[src/hw/rtl/sslp_pkg.sv]
// ============================================================================
// sslp_pkg
// Shared types, codes and the version text for the status line parser.
// ============================================================================
package sslp_pkg;

    localparam int unsigned ByteW  = 8;
    localparam int unsigned CodeW  = 10;
    localparam int unsigned KindW  = 2;
    localparam int unsigned ErrW   = 3;
    localparam int unsigned VidxW  = 3;
    localparam int unsigned CountW = 3;

    // Number of characters in "SIP/2.0".
    localparam logic [VidxW-1:0] VersionLen = VidxW'(7);
    localparam logic [CountW-1:0] CodeDigits = CountW'(3);
    localparam logic [CodeW-1:0] MaxCode    = CodeW'(999);

    typedef enum logic [2:0] {
        PH_LEAD    = 3'd0,
        PH_VERSION = 3'd1,
        PH_CODE    = 3'd2,
        PH_SPACES  = 3'd3,
        PH_DESC    = 3'd4,
        PH_DRAIN   = 3'd5
    } t_phase;

    localparam logic [KindW-1:0] KIND_DESC  = KindW'(0);
    localparam logic [KindW-1:0] KIND_DONE  = KindW'(1);
    localparam logic [KindW-1:0] KIND_ERROR = KindW'(2);

    localparam logic [ErrW-1:0] ERR_NONE    = ErrW'(0);
    localparam logic [ErrW-1:0] ERR_VERSION = ErrW'(1);
    localparam logic [ErrW-1:0] ERR_SHORT   = ErrW'(2);
    localparam logic [ErrW-1:0] ERR_NOCODE  = ErrW'(3);
    localparam logic [ErrW-1:0] ERR_UNTERM  = ErrW'(4);

    localparam logic [ByteW-1:0] CH_SPACE = 8'h20;
    localparam logic [ByteW-1:0] CH_TAB   = 8'h09;
    localparam logic [ByteW-1:0] CH_CR    = 8'h0D;
    localparam logic [ByteW-1:0] CH_LF    = 8'h0A;
    localparam logic [ByteW-1:0] CH_ZERO  = 8'h30;
    localparam logic [ByteW-1:0] CH_NINE  = 8'h39;

    typedef struct packed {
        logic             valid;
        logic [KindW-1:0] kind;
        logic [CodeW-1:0] status_code;
        logic [ByteW-1:0] desc_byte;
        logic [ErrW-1:0]  error_code;
    } t_result;

    function automatic logic [ByteW-1:0] version_char(input logic [VidxW-1:0] idx);
        logic [ByteW-1:0] ch;
        case (idx)
            3'd0:    ch = 8'h53; // S
            3'd1:    ch = 8'h49; // I
            3'd2:    ch = 8'h50; // P
            3'd3:    ch = 8'h2F; // /
            3'd4:    ch = 8'h32; // 2
            3'd5:    ch = 8'h2E; // .
            3'd6:    ch = 8'h30; // 0
            default: ch = 8'h00;
        endcase
        return ch;
    endfunction

endpackage

[src/hw/rtl/sslp_core.sv]
// ============================================================================
// sslp_core
// Parser state and the per-byte step logic; the state advances on i_step.
// ============================================================================
module sslp_core
    import sslp_pkg::*;
(
    input  logic             i_clk,
    input  logic             i_rst_n,
    input  logic             i_step,
    input  logic [ByteW-1:0] i_data_byte,
    input  logic             i_last_byte,
    output t_result          o_result
);

    t_phase             r_phase,  n_phase;
    logic [VidxW-1:0]   r_vidx,   n_vidx;
    logic [CodeW-1:0]   r_acc,    n_acc;
    logic [CountW-1:0]  r_cnt,    n_cnt;
    logic               r_bad,    n_bad;

    always_ff @(posedge i_clk) begin
        if (!i_rst_n) begin
            r_phase <= PH_LEAD;
            r_vidx  <= '0;
            r_acc   <= '0;
            r_cnt   <= '0;
            r_bad   <= 1'b0;
        end else if (i_step) begin
            r_phase <= n_phase;
            r_vidx  <= n_vidx;
            r_acc   <= n_acc;
            r_cnt   <= n_cnt;
            r_bad   <= n_bad;
        end
    end

    always_comb begin
        logic             is_ws;
        logic             is_digit;
        logic             is_eol;
        logic             do_version;
        logic             do_desc;
        logic             fin;
        logic             clear;
        logic [KindW-1:0] fin_kind;
        logic [ErrW-1:0]  fin_err;
        logic [VidxW-1:0] vidx_eff;

        is_ws    = (i_data_byte == CH_SPACE) || (i_data_byte == CH_TAB);
        is_digit = (i_data_byte >= CH_ZERO) && (i_data_byte <= CH_NINE);
        is_eol   = (i_data_byte == CH_CR) || (i_data_byte == CH_LF);

        n_phase    = r_phase;
        n_vidx     = r_vidx;
        n_acc      = r_acc;
        n_cnt      = r_cnt;
        n_bad      = r_bad;
        o_result   = '0;
        do_version = 1'b0;
        do_desc    = 1'b0;
        fin        = 1'b0;
        clear      = 1'b0;
        fin_kind   = KIND_ERROR;
        fin_err    = ERR_NONE;
        vidx_eff   = r_vidx;

        unique case (r_phase)
            PH_LEAD: begin
                if (is_ws || is_eol) begin
                    if (i_last_byte) begin
                        fin     = 1'b1;
                        fin_err = ERR_VERSION;
                    end
                end else begin
                    // This byte is already the first version character.
                    do_version = 1'b1;
                    vidx_eff   = '0;
                end
            end
            PH_VERSION: begin
                do_version = 1'b1;
            end
            PH_CODE: begin
                if (r_cnt == '0 && is_ws) begin
                    if (i_last_byte) begin
                        fin     = 1'b1;
                        fin_err = ERR_SHORT;
                    end
                end else begin
                    if (is_digit) begin
                        n_acc = r_acc * CodeW'(10) + {{(CodeW-4){1'b0}}, i_data_byte[3:0]};
                    end else begin
                        n_bad = 1'b1;
                    end
                    n_cnt = r_cnt + CountW'(1);
                    if (i_last_byte) begin
                        fin     = 1'b1;
                        fin_err = ERR_SHORT;
                    end else if (n_cnt >= CodeDigits) begin
                        n_phase = PH_SPACES;
                    end
                end
            end
            PH_SPACES: begin
                if (r_bad) begin
                    fin     = 1'b1;
                    fin_err = ERR_NOCODE;
                end else if (i_data_byte == CH_SPACE) begin
                    if (i_last_byte) begin
                        fin     = 1'b1;
                        fin_err = ERR_UNTERM;
                    end
                end else begin
                    do_desc = 1'b1;
                end
            end
            PH_DESC: begin
                do_desc = 1'b1;
            end
            default: begin
                clear = i_last_byte;
            end
        endcase

        if (do_version) begin
            n_vidx = vidx_eff;
            if (vidx_eff >= VersionLen || i_data_byte != version_char(vidx_eff)) begin
                n_phase = PH_VERSION;
                fin     = 1'b1;
                fin_err = ERR_VERSION;
            end else begin
                n_vidx  = vidx_eff + VidxW'(1);
                n_phase = PH_VERSION;
                if (n_vidx == VersionLen) begin
                    n_phase = PH_CODE;
                    n_cnt   = '0;
                    n_acc   = '0;
                    n_bad   = 1'b0;
                    if (i_last_byte) begin
                        fin     = 1'b1;
                        fin_err = ERR_SHORT;
                    end
                end else if (i_last_byte) begin
                    fin     = 1'b1;
                    fin_err = ERR_VERSION;
                end
            end
        end

        if (do_desc) begin
            n_phase = PH_DESC;
            if (is_eol) begin
                fin      = 1'b1;
                fin_kind = KIND_DONE;
            end else if (i_last_byte) begin
                fin     = 1'b1;
                fin_err = ERR_UNTERM;
            end else begin
                o_result.valid     = 1'b1;
                o_result.kind      = KIND_DESC;
                o_result.desc_byte = i_data_byte;
            end
        end

        if (fin) begin
            o_result.valid      = 1'b1;
            o_result.kind       = fin_kind;
            o_result.error_code = fin_err;
            if (fin_kind == KIND_DONE) begin
                o_result.status_code = r_acc;
            end
            n_phase = PH_DRAIN;
            clear   = i_last_byte;
        end

        // The byte marked last always leaves the parser ready for a new message.
        if (clear) begin
            n_phase = PH_LEAD;
            n_vidx  = '0;
            n_acc   = '0;
            n_cnt   = '0;
            n_bad   = 1'b0;
        end
    end

endmodule

[src/hw/rtl/sip_status_line_parser.sv]
// ============================================================================
// sip_status_line_parser
// Parses the status line of a SIP response, one message byte per transaction.
// ============================================================================
//  Channel  Direction  Handshake                 Payload
//  input    in         i_in_valid / o_in_ready   i_data_byte, i_last_byte
//  output   out        o_out_valid / i_out_ready o_kind, o_status_code,
//                                                o_desc_byte, o_error_code
//
// One byte is accepted per cycle while the output is not stalled. A byte is
// captured in the input register, parsed there and its result registered in
// the output. Bytes that cause no result leave the output untouched.
// Reset is synchronous and returns the parser to leading whitespace skip.
// A stalled output holds its result; the input register then fills and
// o_in_ready drops until the output is taken.
// ============================================================================
module sip_status_line_parser
    import sslp_pkg::*;
(
    input  logic             i_clk,
    input  logic             i_rst_n,
    input  logic             i_in_valid,
    output logic             o_in_ready,
    input  logic [ByteW-1:0] i_data_byte,
    input  logic             i_last_byte,
    output logic             o_out_valid,
    input  logic             i_out_ready,
    output logic [KindW-1:0] o_kind,
    output logic [CodeW-1:0] o_status_code,
    output logic [ByteW-1:0] o_desc_byte,
    output logic [ErrW-1:0]  o_error_code
);

    logic             r_in_valid;
    logic [ByteW-1:0] r_in_byte;
    logic             r_in_last;
    logic             r_out_valid;
    t_result          r_out;
    t_result          w_result;
    logic             w_step;

    assign w_step     = r_in_valid && (!r_out_valid || i_out_ready);
    assign o_in_ready = !r_in_valid || w_step;

    always_ff @(posedge i_clk) begin
        if (!i_rst_n) begin
            r_in_valid <= 1'b0;
        end else if (o_in_ready) begin
            r_in_valid <= i_in_valid;
        end
    end

    always_ff @(posedge i_clk) begin
        if (i_in_valid && o_in_ready) begin
            r_in_byte <= i_data_byte;
            r_in_last <= i_last_byte;
        end
    end

    sslp_core u_core (
        .i_clk       (i_clk),
        .i_rst_n     (i_rst_n),
        .i_step      (w_step),
        .i_data_byte (r_in_byte),
        .i_last_byte (r_in_last),
        .o_result    (w_result)
    );

    always_ff @(posedge i_clk) begin
        if (!i_rst_n) begin
            r_out_valid <= 1'b0;
        end else if (w_step) begin
            r_out_valid <= w_result.valid;
        end else if (i_out_ready) begin
            r_out_valid <= 1'b0;
        end
    end

    always_ff @(posedge i_clk) begin
        if (w_step && w_result.valid) begin
            r_out <= w_result;
        end
    end

    assign o_out_valid   = r_out_valid;
    assign o_kind        = r_out.kind;
    assign o_status_code = r_out.status_code;
    assign o_desc_byte   = r_out.desc_byte;
    assign o_error_code  = r_out.error_code;

endmodule

[config.mk]
export PLATFORM = sky130hd
export DESIGN_NAME = sip_status_line_parser
export DESIGN_NICKNAME = d
export VERILOG_FILES = /design/src/hw/rtl/sslp_pkg.sv /design/src/hw/rtl/sslp_core.sv /design/src/hw/rtl/sip_status_line_parser.sv
export SDC_FILE = /design/constraint.sdc
export NUM_CORES = 1
export LEC_CHECK = 0
export BUFFER_PORTS_ARGS = -buffer_cell sky130_fd_sc_hd__buf_2
export CORE_ASPECT_RATIO = 1.75
export CORE_MARGIN = 2
export CORE_UTILIZATION = 58
export CTS_CLUSTER_DIAMETER = 50
export CTS_CLUSTER_SIZE = 10
export DETAILED_ROUTE_END_ITERATION = 12
export PLACE_DENSITY = 0.91
export SLEW_MARGIN = 40
export SYNTH_ARGS = -nofsm -noshare
export SYNTH_HDL_FRONTEND = slang
export SYNTH_SLANG_ARGS = --single-unit
[constraint.sdc]
create_clock -name i_clk -period 6.36 [get_ports i_clk]
set_input_delay 1.908 -clock i_clk [delete_from_list [all_inputs] [get_ports i_clk]]
set_output_delay 1.908 -clock i_clk [all_outputs]
set_load 0.05 [all_outputs]
==> run metrics, run 1 <==
status=finished clean; Seq/Total Area, Yosys=0.444; Min-Delay Path Depth=1; fin crit share=0.707; routed vias=2484; ant diodes=0; GRT Total Usage=0.239; # placed instances=391; CP arrival=2590 ps; Clk pwr share=0.325; Synth Register Bits=54; row count=35; share of cells above drive strength 1=0.177; max-slew violation count=0; first-pass GRT wire length=11200 µm; Slew headroom=0.574; Leakage Power=1.41 nW; Vias/cell=6.23; worst-case reg-to-reg path depth=15; Hold Crit Class=flip-flop to flip-flop; syn_nets=342; DP Worst Slack=1860 ps; Critical Path RT=4450 ps; die area=6070 µm²; CTS clock-pin slew for the worst setup and hold paths=90 ps; pwr dens=201 nW/µm²; Final Hold Viols=0; H-tree levels=2; drt pass-1 iters=4; initial antenna violation count=0; GRT overflow=0; Finished Layout Cells=399; Slew @ Worst Pin=637 ps; CP Max Fanout=5; Fillers=417; Avg Synthesized Cell Area=10.4 µm²; combinational share of power=0.116; Post-Syn Area=3160 µm²; DRC=0; Yosys top cell by area=edfxtp_1; Post-CTS Hold Fix Bufs=0; asr flop ratio synth=0; DP Wirelength=5140 µm; Cells after Synth=304; clock skew=9.07 ps; Tmin final=4500 ps; initial core utilization=0.601; Setup Crit Path Kind=input port to output pin; Switching Fraction=0.258; Nets=381; crit start category=input port; DR WL/cell=16.5 µm; CTS tree=yes; Sequential Power Share=0.559; final WL=6600 µm; RD Place Congestion=0.920; Longest Clk Path Bufs=2; VDD IR-drop max=0.173 mV; switching power=182 µW; root buffer cell=clkbuf_8; fin area=3520 µm²; post-synth cell types=57; Synth Flop Type=edfxtp_1; post-route ant nets=0; area delta synth->final=11.5%; post-layout utilization of the core=0.670; critical path endpoint category=output pin; core area=5260 µm²; largest net degree at the start of global routing=25; fin worst setup slack=1860 ps; clk_lat worst skew=300 ps; Port Buffers=37; Pint=525 µW; CTS Buf Count=5; Fmax achieved=222 MHz; First DRT Iteration DRCs=97; Worst Hold Margin=486 ps; RSZ-0062 raised after global routing=false; setup_tns=0 ps; vias in the first global route=2491; Boundary Pins=38; Synthesis Warnings=0; CTS resizes=0; max-cap viol count=0; Placed Area=3400 µm²; post-synth top area share=0.304; total power=707 µW; Die Wd=59.8 µm; die height=102 µm; Sink Count=54; Post-CTS Setup Inserts=0; setup violators final=0; ranking of synthesized cells by area=edfxtp_1 30%, dfxtp_1 14%, ha_1 9.1%; Post-synth EDFFs=32
==> worst paths after layout <==
kind	from	end	slack [ps]
setup reg to reg	r_in_byte[2]$_DFFE_PP_	o_out_valid$_SDFFE_PN0P_	2020
setup / recovery	i_out_ready	o_in_ready	1860
hold reg to reg	u_core.r_acc[9]$_SDFFE_PN0P_	u_core.r_acc[9]$_SDFFE_PN0P_	490
hold / removal	u_core.r_acc[9]$_SDFFE_PN0P_	u_core.r_acc[9]$_SDFFE_PN0P_	490
==> cell usage in the layout (no fill, tap or decap), drive strengths merged, types with 14 or more instances in the layout <==
cell / instances
ha: 23
o21ai: 20
nand2: 15
a21oi: 16
dfxtp: 22
nor2: 16
edfxtp: 32
buf: 38
inv: 14
and2: 22
==> Yosys cell counts, types with 6 or more instances <==
cell,number
inv_1,13
nor2_1,16
nand2_1,15
nor2b_1,7
nand2b_1,7
nand3_1,6
a21oi_1,16
ha_1,23
dfxtp_1,22
and2_1,22
nor3_1,12
edfxtp_1,32
xnor2_1,10
a31oi_1,6
o21ai_0,17
a22o_1,10
nor3b_1,6
==> routing by layer <==
layer  vias up  track usage  wire, µm
met1      1162        0.272      2490
met2        83        0.431      3600
li1       1210            -         -
met3        29       0.0268       208
met5         -            0         0
met4         0        0.111       304
==> worst max-delay path, cell delays in order <==
cell and delay [ps]:
buf_2 100, nor2b_1 260, nand2_1 110, buf_2 220
==> flip-flops by register name (all words and copies together), names as in the netlist <==
name	count
u_core.r_vidx	3
r_in_last	1
u_core.r_acc	10
r_in_byte	8
u_core.r_cnt	3
o_desc_byte	8
u_core.r_bad	1
o_error_code	3
u_core.r_phase	3
o_status_code	10
o_out_valid	1
o_kind	2
r_in_valid	1
==> power groups by stage <==
| stage | logic, mW | clock network, mW | registers (mW) |
|---|---|---|---|
| 6_report | 0.0816 | 0.230 | 0.395 |
| 3_5_place_dp | 0.0808 | 0 | 0.403 |
| 3_3_place_gp | 0.0794 | 0 | 0.402 |
| 5_1_grt | 0.0877 | 0.246 | 0.397 |
| 4_1_cts | 0.0810 | 0.234 | 0.395 |
| 2_1_floorplan | 0.0359 | 0 | 0.425 |
==> cells by family after synthesis <==
family / synth area share
compound gates: 0.201
xor+xnor: 0.0416
fa+ha+maj: 0.104
buf+inv: 0.0226
flops: 0.444
mux: 0.00317
simple gates: 0.184
==> cell type report <==
class,count,area [µm²],area share
inverters,13,48.8,0.0139
well taps,55,68.8,0.0195
clock inverters,3,47.5,0.0135
multi-input cells,231,1690,0.481
flip-flops and latches,54,1400,0.398
repair buffers,38,193,0.0547
clock buffers,5,68.8,0.0195
No activity file was read; power rests on OpenSTA's default activity.
==> inputs of run 2 (changes only) <==
--- a/config.mk
+++ b/config.mk
@@ -8,11 +8,11 @@
 export BUFFER_PORTS_ARGS = -buffer_cell sky130_fd_sc_hd__buf_2
 export CORE_ASPECT_RATIO = 1.75
 export CORE_MARGIN = 2
-export CORE_UTILIZATION = 58
+export CORE_UTILIZATION = 53
 export CTS_CLUSTER_DIAMETER = 50
 export CTS_CLUSTER_SIZE = 10
 export DETAILED_ROUTE_END_ITERATION = 12
-export PLACE_DENSITY = 0.91
+export PLACE_DENSITY = 0.88
 export SLEW_MARGIN = 40
 export SYNTH_ARGS = -nofsm -noshare
 export SYNTH_HDL_FRONTEND = slang
==> constraint.sdc (replaced) <==
create_clock -name i_clk -period 3.75 [get_ports i_clk]
set_input_delay 1.125 -clock i_clk [delete_from_list [all_inputs] [get_ports i_clk]]
set_output_delay 1.125 -clock i_clk [all_outputs]
set_load 0.05 [all_outputs]
==> run 2 against run 1 <==
Net effect:
- clock skew fell by 1.9 ps
- sequential power rose by 68%
- core utilization fell by 3.6 points
- register-to-register slack got worse by 1800 ps
- worst hold slack improved by 14 ps
- via count rose by 1.2%
- die area rose by 8.9%
- critical path depth rose by 10
==> run metrics, run 2 (synthesis results as in run 1) <==
status=finished clean (unchanged); Setup Crit Path Kind=flip-flop to flip-flop (was input port to output pin); vias in the first global route=2497 (was 2491); met3 usage=0.0243 (was 0.0268); final WL=6860 µm (was 6600 µm); pwr dens=307 nW/µm² (was 201 nW/µm²); GRT Total Usage=0.219 (was 0.239); Slew @ Worst Pin=709 ps (was 637 ps); met1 Use GR=0.223 (was 0.272); CTS clock-pin slew for the worst setup and hold paths=90 ps (about the same); Nets=402 (was 381); root buffer cell=clkbuf_8 (unchanged); row count=37 (was 35); GR peak layer=met2 (unchanged); Placed Area=3600 µm² (was 3400 µm²); CP arrival=3730 ps (was 2590 ps); Vias/cell=5.68 (was 6.23); drt pass-1 iters=4 (unchanged); initial core utilization=0.541 (was 0.601); Hold Crit Class=flip-flop to flip-flop (unchanged); share of cells above drive strength 1=0.225 (was 0.177); setup_tns=0 ps (unchanged); die height=106 µm (was 102 µm); max-cap viol count=0 (unchanged); crit start category=flip-flop (was input port); area delta synth->final=17.2% (was 11.5%); post-layout utilization of the core=0.635 (was 0.670); fin area=3700 µm² (was 3520 µm²); First DRT Iteration DRCs=121 (was 97); fin crit share=0.941; VDD IR-drop max=0.292 mV (was 0.173 mV); DR WL/cell=15.5 µm (was 16.5 µm); met2 usage=0.421 (was 0.431); setup violators final=0 (unchanged); clock skew=7.12 ps (was 9.07 ps); die area=6620 µm² (was 6070 µm²); DRC=0 (unchanged); core area=5830 µm² (was 5260 µm²); Die Wd=62.4 µm (was 59.8 µm); Slew headroom=0.524 (was 0.574); Leakage Power=1.50 nW (was 1.41 nW); H-tree levels=2 (unchanged); first-pass GRT wire length=11400 µm (was 11200 µm); post-route ant nets=0 (unchanged); routed vias=2515 (was 2484); initial antenna violation count=0 (unchanged); DP Wirelength=5500 µm (was 5140 µm); clk_lat worst skew=300 ps (about the same); largest net degree at the start of global routing=20 (was 25); ant diodes=0 (unchanged); commonest non-fill, non-tap cell in the layout=buf_2 (unchanged); Critical Path RT=3950 ps (was 4450 ps); CTS tree=yes (unchanged); commonest non-fill, non-tap cells in the layout=37 x buf_2, 32 x edfxtp_1, 22 x and2_1, 22 x ha_1, 22 x dfxtp_1 (was 37 x buf_2, 32 x edfxtp_1, 23 x ha_1); Longest Clk Path Bufs=2 (unchanged); Port Buffers=37 (unchanged); max-slew violation count=0 (unchanged); RD Place Congestion=0.940 (was 0.920); Sink Count=54 (unchanged); RSZ-0062 raised after global routing=false (unchanged); Fillers=501 (was 417); Boundary Pins=38 (unchanged); critical path endpoint category=flip-flop (was output pin); Post-CTS Hold Fix Bufs=0 (unchanged); CTS Buf Count=5 (unchanged); CP Max Fanout=10 (was 5); Final Hold Viols=0 (unchanged); Fmax achieved=283 MHz; GRT overflow=0 (unchanged); Tmin final=3530 ps
==> run 2: layout make-up <==
type                    instances  area, µm²  share of cell area
multi-input cells             231       1710               0.461
flip-flops and latches         54       1400               0.379
repair buffers                 59        363              0.0980
well taps                      78       97.6              0.0264
clock buffers                   6       72.6              0.0196
inverters                      13       48.8              0.0132
clock inverters                 2       12.5             0.00338
==> run 2: critical path, stage by stage, from the launching register on <==
cell and delay (ps):
dfxtp_1 320, or3_1 440, a31oi_1 210, nand2_1 110, and2_1 200, ha_1 220, ha_1 240, nor3_1 180
o221ai_1 160, a311oi_1 220, o221a_2 270, o211ai_4 120, nor4_4 260, o21ai_2 210, a22o_1 270
==> run 2: where the power goes <==
| part | internal [mW] | leakage [nW] | switching [mW] | total, mW |
|---|---|---|---|---|
| logic | 0.0531 | 0.982 | 0.110 | 0.163 |
| registers | 0.649 | 0.478 | 0.0139 | 0.663 |
| clock network | 0.132 | 0.0432 | 0.176 | 0.308 |
==> run 2: what timing repair did <==
| item | 4_1_cts | 5_1_grt |
|---|---|---|
| gates resized for setup | 0 | 3 |
| buffers inserted | 0 | 1 |
| setup endpoints to repair | 0 | 44 |
==> run 2: metrics by stage <==
stage | power (mW) | worst slack [ps] | hold slack [ps] | instances
finish | 1.13 | 220 | 501 | 443
global route | 1.18 | 15.4 | 516 | 443
CTS | 1.14 | 97.8 | 489 | 442
detailed placement | 0.838 | 125 | 468 | 434
global placement | 0.836 | 167 | 459 | 434
floorplan | 0.782 | 57.2 | 441 | 304
==> run 2: worst paths after layout <==
kind                                  start                            to  slack, ps  cells after the start
max reg2reg  u_core.r_phase[2]$_SDFFE_PN0P_  u_core.r_acc[9]$_SDFFE_PN0P_        220                     14
max          u_core.r_phase[2]$_SDFFE_PN0P_  u_core.r_acc[9]$_SDFFE_PN0P_        220                     14
min            u_core.r_acc[9]$_SDFFE_PN0P_  u_core.r_acc[9]$_SDFFE_PN0P_        500                      1
min reg2reg    u_core.r_acc[9]$_SDFFE_PN0P_  u_core.r_acc[9]$_SDFFE_PN0P_        500                      1
==> run 2: metal layers <==
metal / up-vias / routed length (µm)
met5: - / 0
met3: 27 / 211
li1: 1249 / -
met1: 1164 / 2530
met2: 75 / 3810
met4: 0 / 311
==> inputs of run 3 (changes only) <==
--- a/config.mk
+++ b/config.mk
@@ -8,11 +8,13 @@
 export BUFFER_PORTS_ARGS = -buffer_cell sky130_fd_sc_hd__buf_2
 export CORE_ASPECT_RATIO = 1.75
 export CORE_MARGIN = 2
-export CORE_UTILIZATION = 53
+export CORE_UTILIZATION = 55
+export CTS_BUF_LIST = sky130_fd_sc_hd__clkbuf_4
 export CTS_CLUSTER_DIAMETER = 50
 export CTS_CLUSTER_SIZE = 10
 export DETAILED_ROUTE_END_ITERATION = 12
-export PLACE_DENSITY = 0.88
+export PLACE_DENSITY = 0.9
+export SKIP_CTS_REPAIR_TIMING = 1
 export SLEW_MARGIN = 40
 export SYNTH_ARGS = -nofsm -noshare
 export SYNTH_HDL_FRONTEND = slang
==> run 3 against run 2 <==
Net effect:
- register-to-register slack got worse by 120 ps
- fmax decreased by 3.2%
- largest cell class unchanged
- core utilization increased by 3.9 points
- clock power decreased by 18%
- worst hold slack got worse by 6.1 ps
- design area increased by 0.78%
==> run metrics, run 3 (synthesis results as in run 1) <==
drt pass-1 iters=4 (unchanged); worst-case reg-to-reg path depth=15 (was 14); die area=6390 µm² (was 6620 µm²); combinational share of power=0.157 (was 0.144); RR Endpoint=u_core.r_phase[1]$_SDFFE_PN0P_ (was u_core.r_acc[9]$_SDFFE_PN0P_); initial core utilization=0.570 (was 0.541); CTS clock-pin slew for the worst setup and hold paths=140 ps (was 90 ps); max-slew violation count=0 (unchanged); Setup Crit Path Kind=flip-flop to flip-flop (unchanged); Seq. cell area=1400 µm² (unchanged); Pint=783 µW (was 835 µW); GRT Total Usage=0.248 (was 0.219); setup violators final=0 (unchanged); CP Max Fanout=9 (was 10); VDD IR-drop max=0.216 mV (was 0.292 mV); die height=104 µm (was 106 µm); Fillers=408 (was 501); Sink Count=54 (unchanged); Clk pwr share=0.233 (was 0.272); commonest non-fill, non-tap cell in the layout=buf_2 (unchanged); Worst R2R Setup Slack=100 ps (was 220 ps); area delta synth->final=18.1% (was 17.2%); Port Buffers=37 (unchanged); fin worst setup slack=103 ps (was 220 ps); Placed Area=3570 µm² (was 3600 µm²); Tmin final=3650 ps (was 3530 ps); row count=36 (was 37); first-pass GRT wire length=12000 µm (was 11400 µm); CTS tree=yes (unchanged); clock skew=12.6 ps (was 7.12 ps); Die Wd=61.3 µm (was 62.4 µm); Critical Path RT=4020 ps (was 3950 ps); CTS Buf Count=5 (unchanged); Min-Delay Path Depth=1 (unchanged); fin area=3730 µm² (was 3700 µm²); RD Place Congestion=0.968 (was 0.940); DP Wirelength=5620 µm (was 5500 µm); Fmax achieved=274 MHz (was 283 MHz); Hold Crit Class=flip-flop to flip-flop (unchanged); commonest non-fill, non-tap cells in the layout=37 x buf_2, 32 x edfxtp_1, 22 x and2_1, 22 x dfxtp_1 (was 37 x buf_2, 32 x edfxtp_1, 22 x and2_1, 22 x ha_1, 22 x dfxtp_1); pwr dens=291 nW/µm² (was 307 nW/µm²); status=finished clean (unchanged); Sequential Power Share=0.610 (was 0.584); Switching Fraction=0.280 (was 0.265); root buffer cell=clkbuf_4 (was clkbuf_8); clk_lat worst skew=370 ps (was 300 ps); post-route ant nets=0 (unchanged); max-cap viol count=0 (unchanged); multi-input logic area=1780 µm² (was 1710 µm²); Final Hold Viols=0 (unchanged); switching power=305 µW (was 300 µW); GRT overflow=0 (unchanged); Longest Clk Path Bufs=2 (unchanged); initial antenna violation count=1 (was 0); routed vias=2671 (was 2515); vias in the first global route=2542 (was 2497); core area=5540 µm² (was 5830 µm²); CP arrival=3910 ps (was 3730 ps); Nets=402 (unchanged); DR WL/cell=16.8 µm (was 15.5 µm); critical path endpoint category=flip-flop (unchanged); H-tree levels=2 (unchanged); First DRT Iteration DRCs=150 (was 121); final WL=7410 µm (was 6860 µm); Hold Path End=u_core.r_acc[9]$_SDFFE_PN0P_ (unchanged); Slew headroom=0.350 (was 0.524); Leakage Power=1.50 nW (about the same); Vias/cell=6.04 (was 5.68); share of cells above drive strength 1=0.249 (was 0.225); Slew @ Worst Pin=973 ps (was 709 ps); largest net degree at the start of global routing=25 (was 20); crit start category=flip-flop (unchanged); DRC=0 (unchanged); fin crit share=0.972 (was 0.941); hold path startpoint=u_core.r_acc[9]$_SDFFE_PN0P_ (unchanged); r2r startpoint=r_in_byte[5]$_DFFE_PP_ (was u_core.r_phase[2]$_SDFFE_PN0P_); Boundary Pins=38 (unchanged); DP Worst Slack=6.69 ps (was 125 ps)
run 3: how the worst max path moves through the flow:
| stage | startpoint | endpoint | slack (ps) | cells past startpoint |
|---|---|---|---|---|
| 6_report | r_in_byte[5]$_DFFE_PP_ | u_core.r_phase[1]$_SDFFE_PN0P_ | 100 | 15 |
| 5_1_grt | r_in_byte[5]$_DFFE_PP_ | u_core.r_phase[1]$_SDFFE_PN0P_ | -110 | 16 |
| 4_1_cts | u_core.r_phase[2]$_SDFFE_PN0P_ | o_status_code[9]$_SDFFCE_PN0P_ | -20 | 13 |
| 3_5_place_dp | r_in_byte[0]$_DFFE_PP_ | u_core.r_acc[5]$_SDFFE_PN0P_ | 7 | 14 |
| 3_3_place_gp | u_core.r_phase[2]$_SDFFE_PN0P_ | o_status_code[7]$_SDFFCE_PN0P_ | 110 | 13 |
| 2_1_floorplan | r_in_byte[2]$_DFFE_PP_ | o_out_valid$_SDFFE_PN0P_ | 60 | 15 |
run 3: final cells by class:
| cell class | count | area share |
|---|---|---|
| sequential | 54 | 0.376 |
| inverter | 13 | 0.0131 |
| clock inverter | 2 | 0.00369 |
| antenna | 1 | 0.000671 |
| multi-input combinational | 232 | 0.478 |
| tap | 76 | 0.0255 |
| timing repair buffer | 58 | 0.0919 |
| clock buffer | 6 | 0.0121 |
run 3: power by group through the flow:
stage                     logic (mW)  registers [mW]  clock network [mW]
after floorplan               0.0623           0.720                   0
after global placement         0.157           0.674                   0
after detailed placement       0.159           0.675                   0
after CTS                      0.159           0.662               0.263
after global routing           0.182           0.666               0.283
final                          0.171           0.663               0.254
run 3: stage by stage:
step	total power [mW]	utilization	std cells	TNS (ps)	hold WS [ps]
after floorplan	0.782	-	304	0	441
after global placement	0.831	0.644	430	0	456
after detailed placement	0.834	0.644	430	0	461
after CTS	1.08	0.655	438	-362	498
after global routing	1.13	0.673	442	-1170	523
final	1.09	0.673	442	0	494
run 3: routing by layer:
layer,global-route usage,part of all wire
met4,0.151,0.077
met3,0.0373,0.049
met1,0.291,0.35
met5,0,0
met2,0.405,0.52
run 3: critical path: stages (launching register included):
cell,delay (ps)
edfxtp_1,530
nor2b_1,310
o211ai_1,190
nand2_1,150
and2_1,200
ha_1,250
ha_4,210
nor3b_1,80
a32o_1,220
a311oi_1,230
o221a_2,260
o211ai_4,130
nor2_4,210
buf_4,180
a31oi_1,90
o41ai_1,310
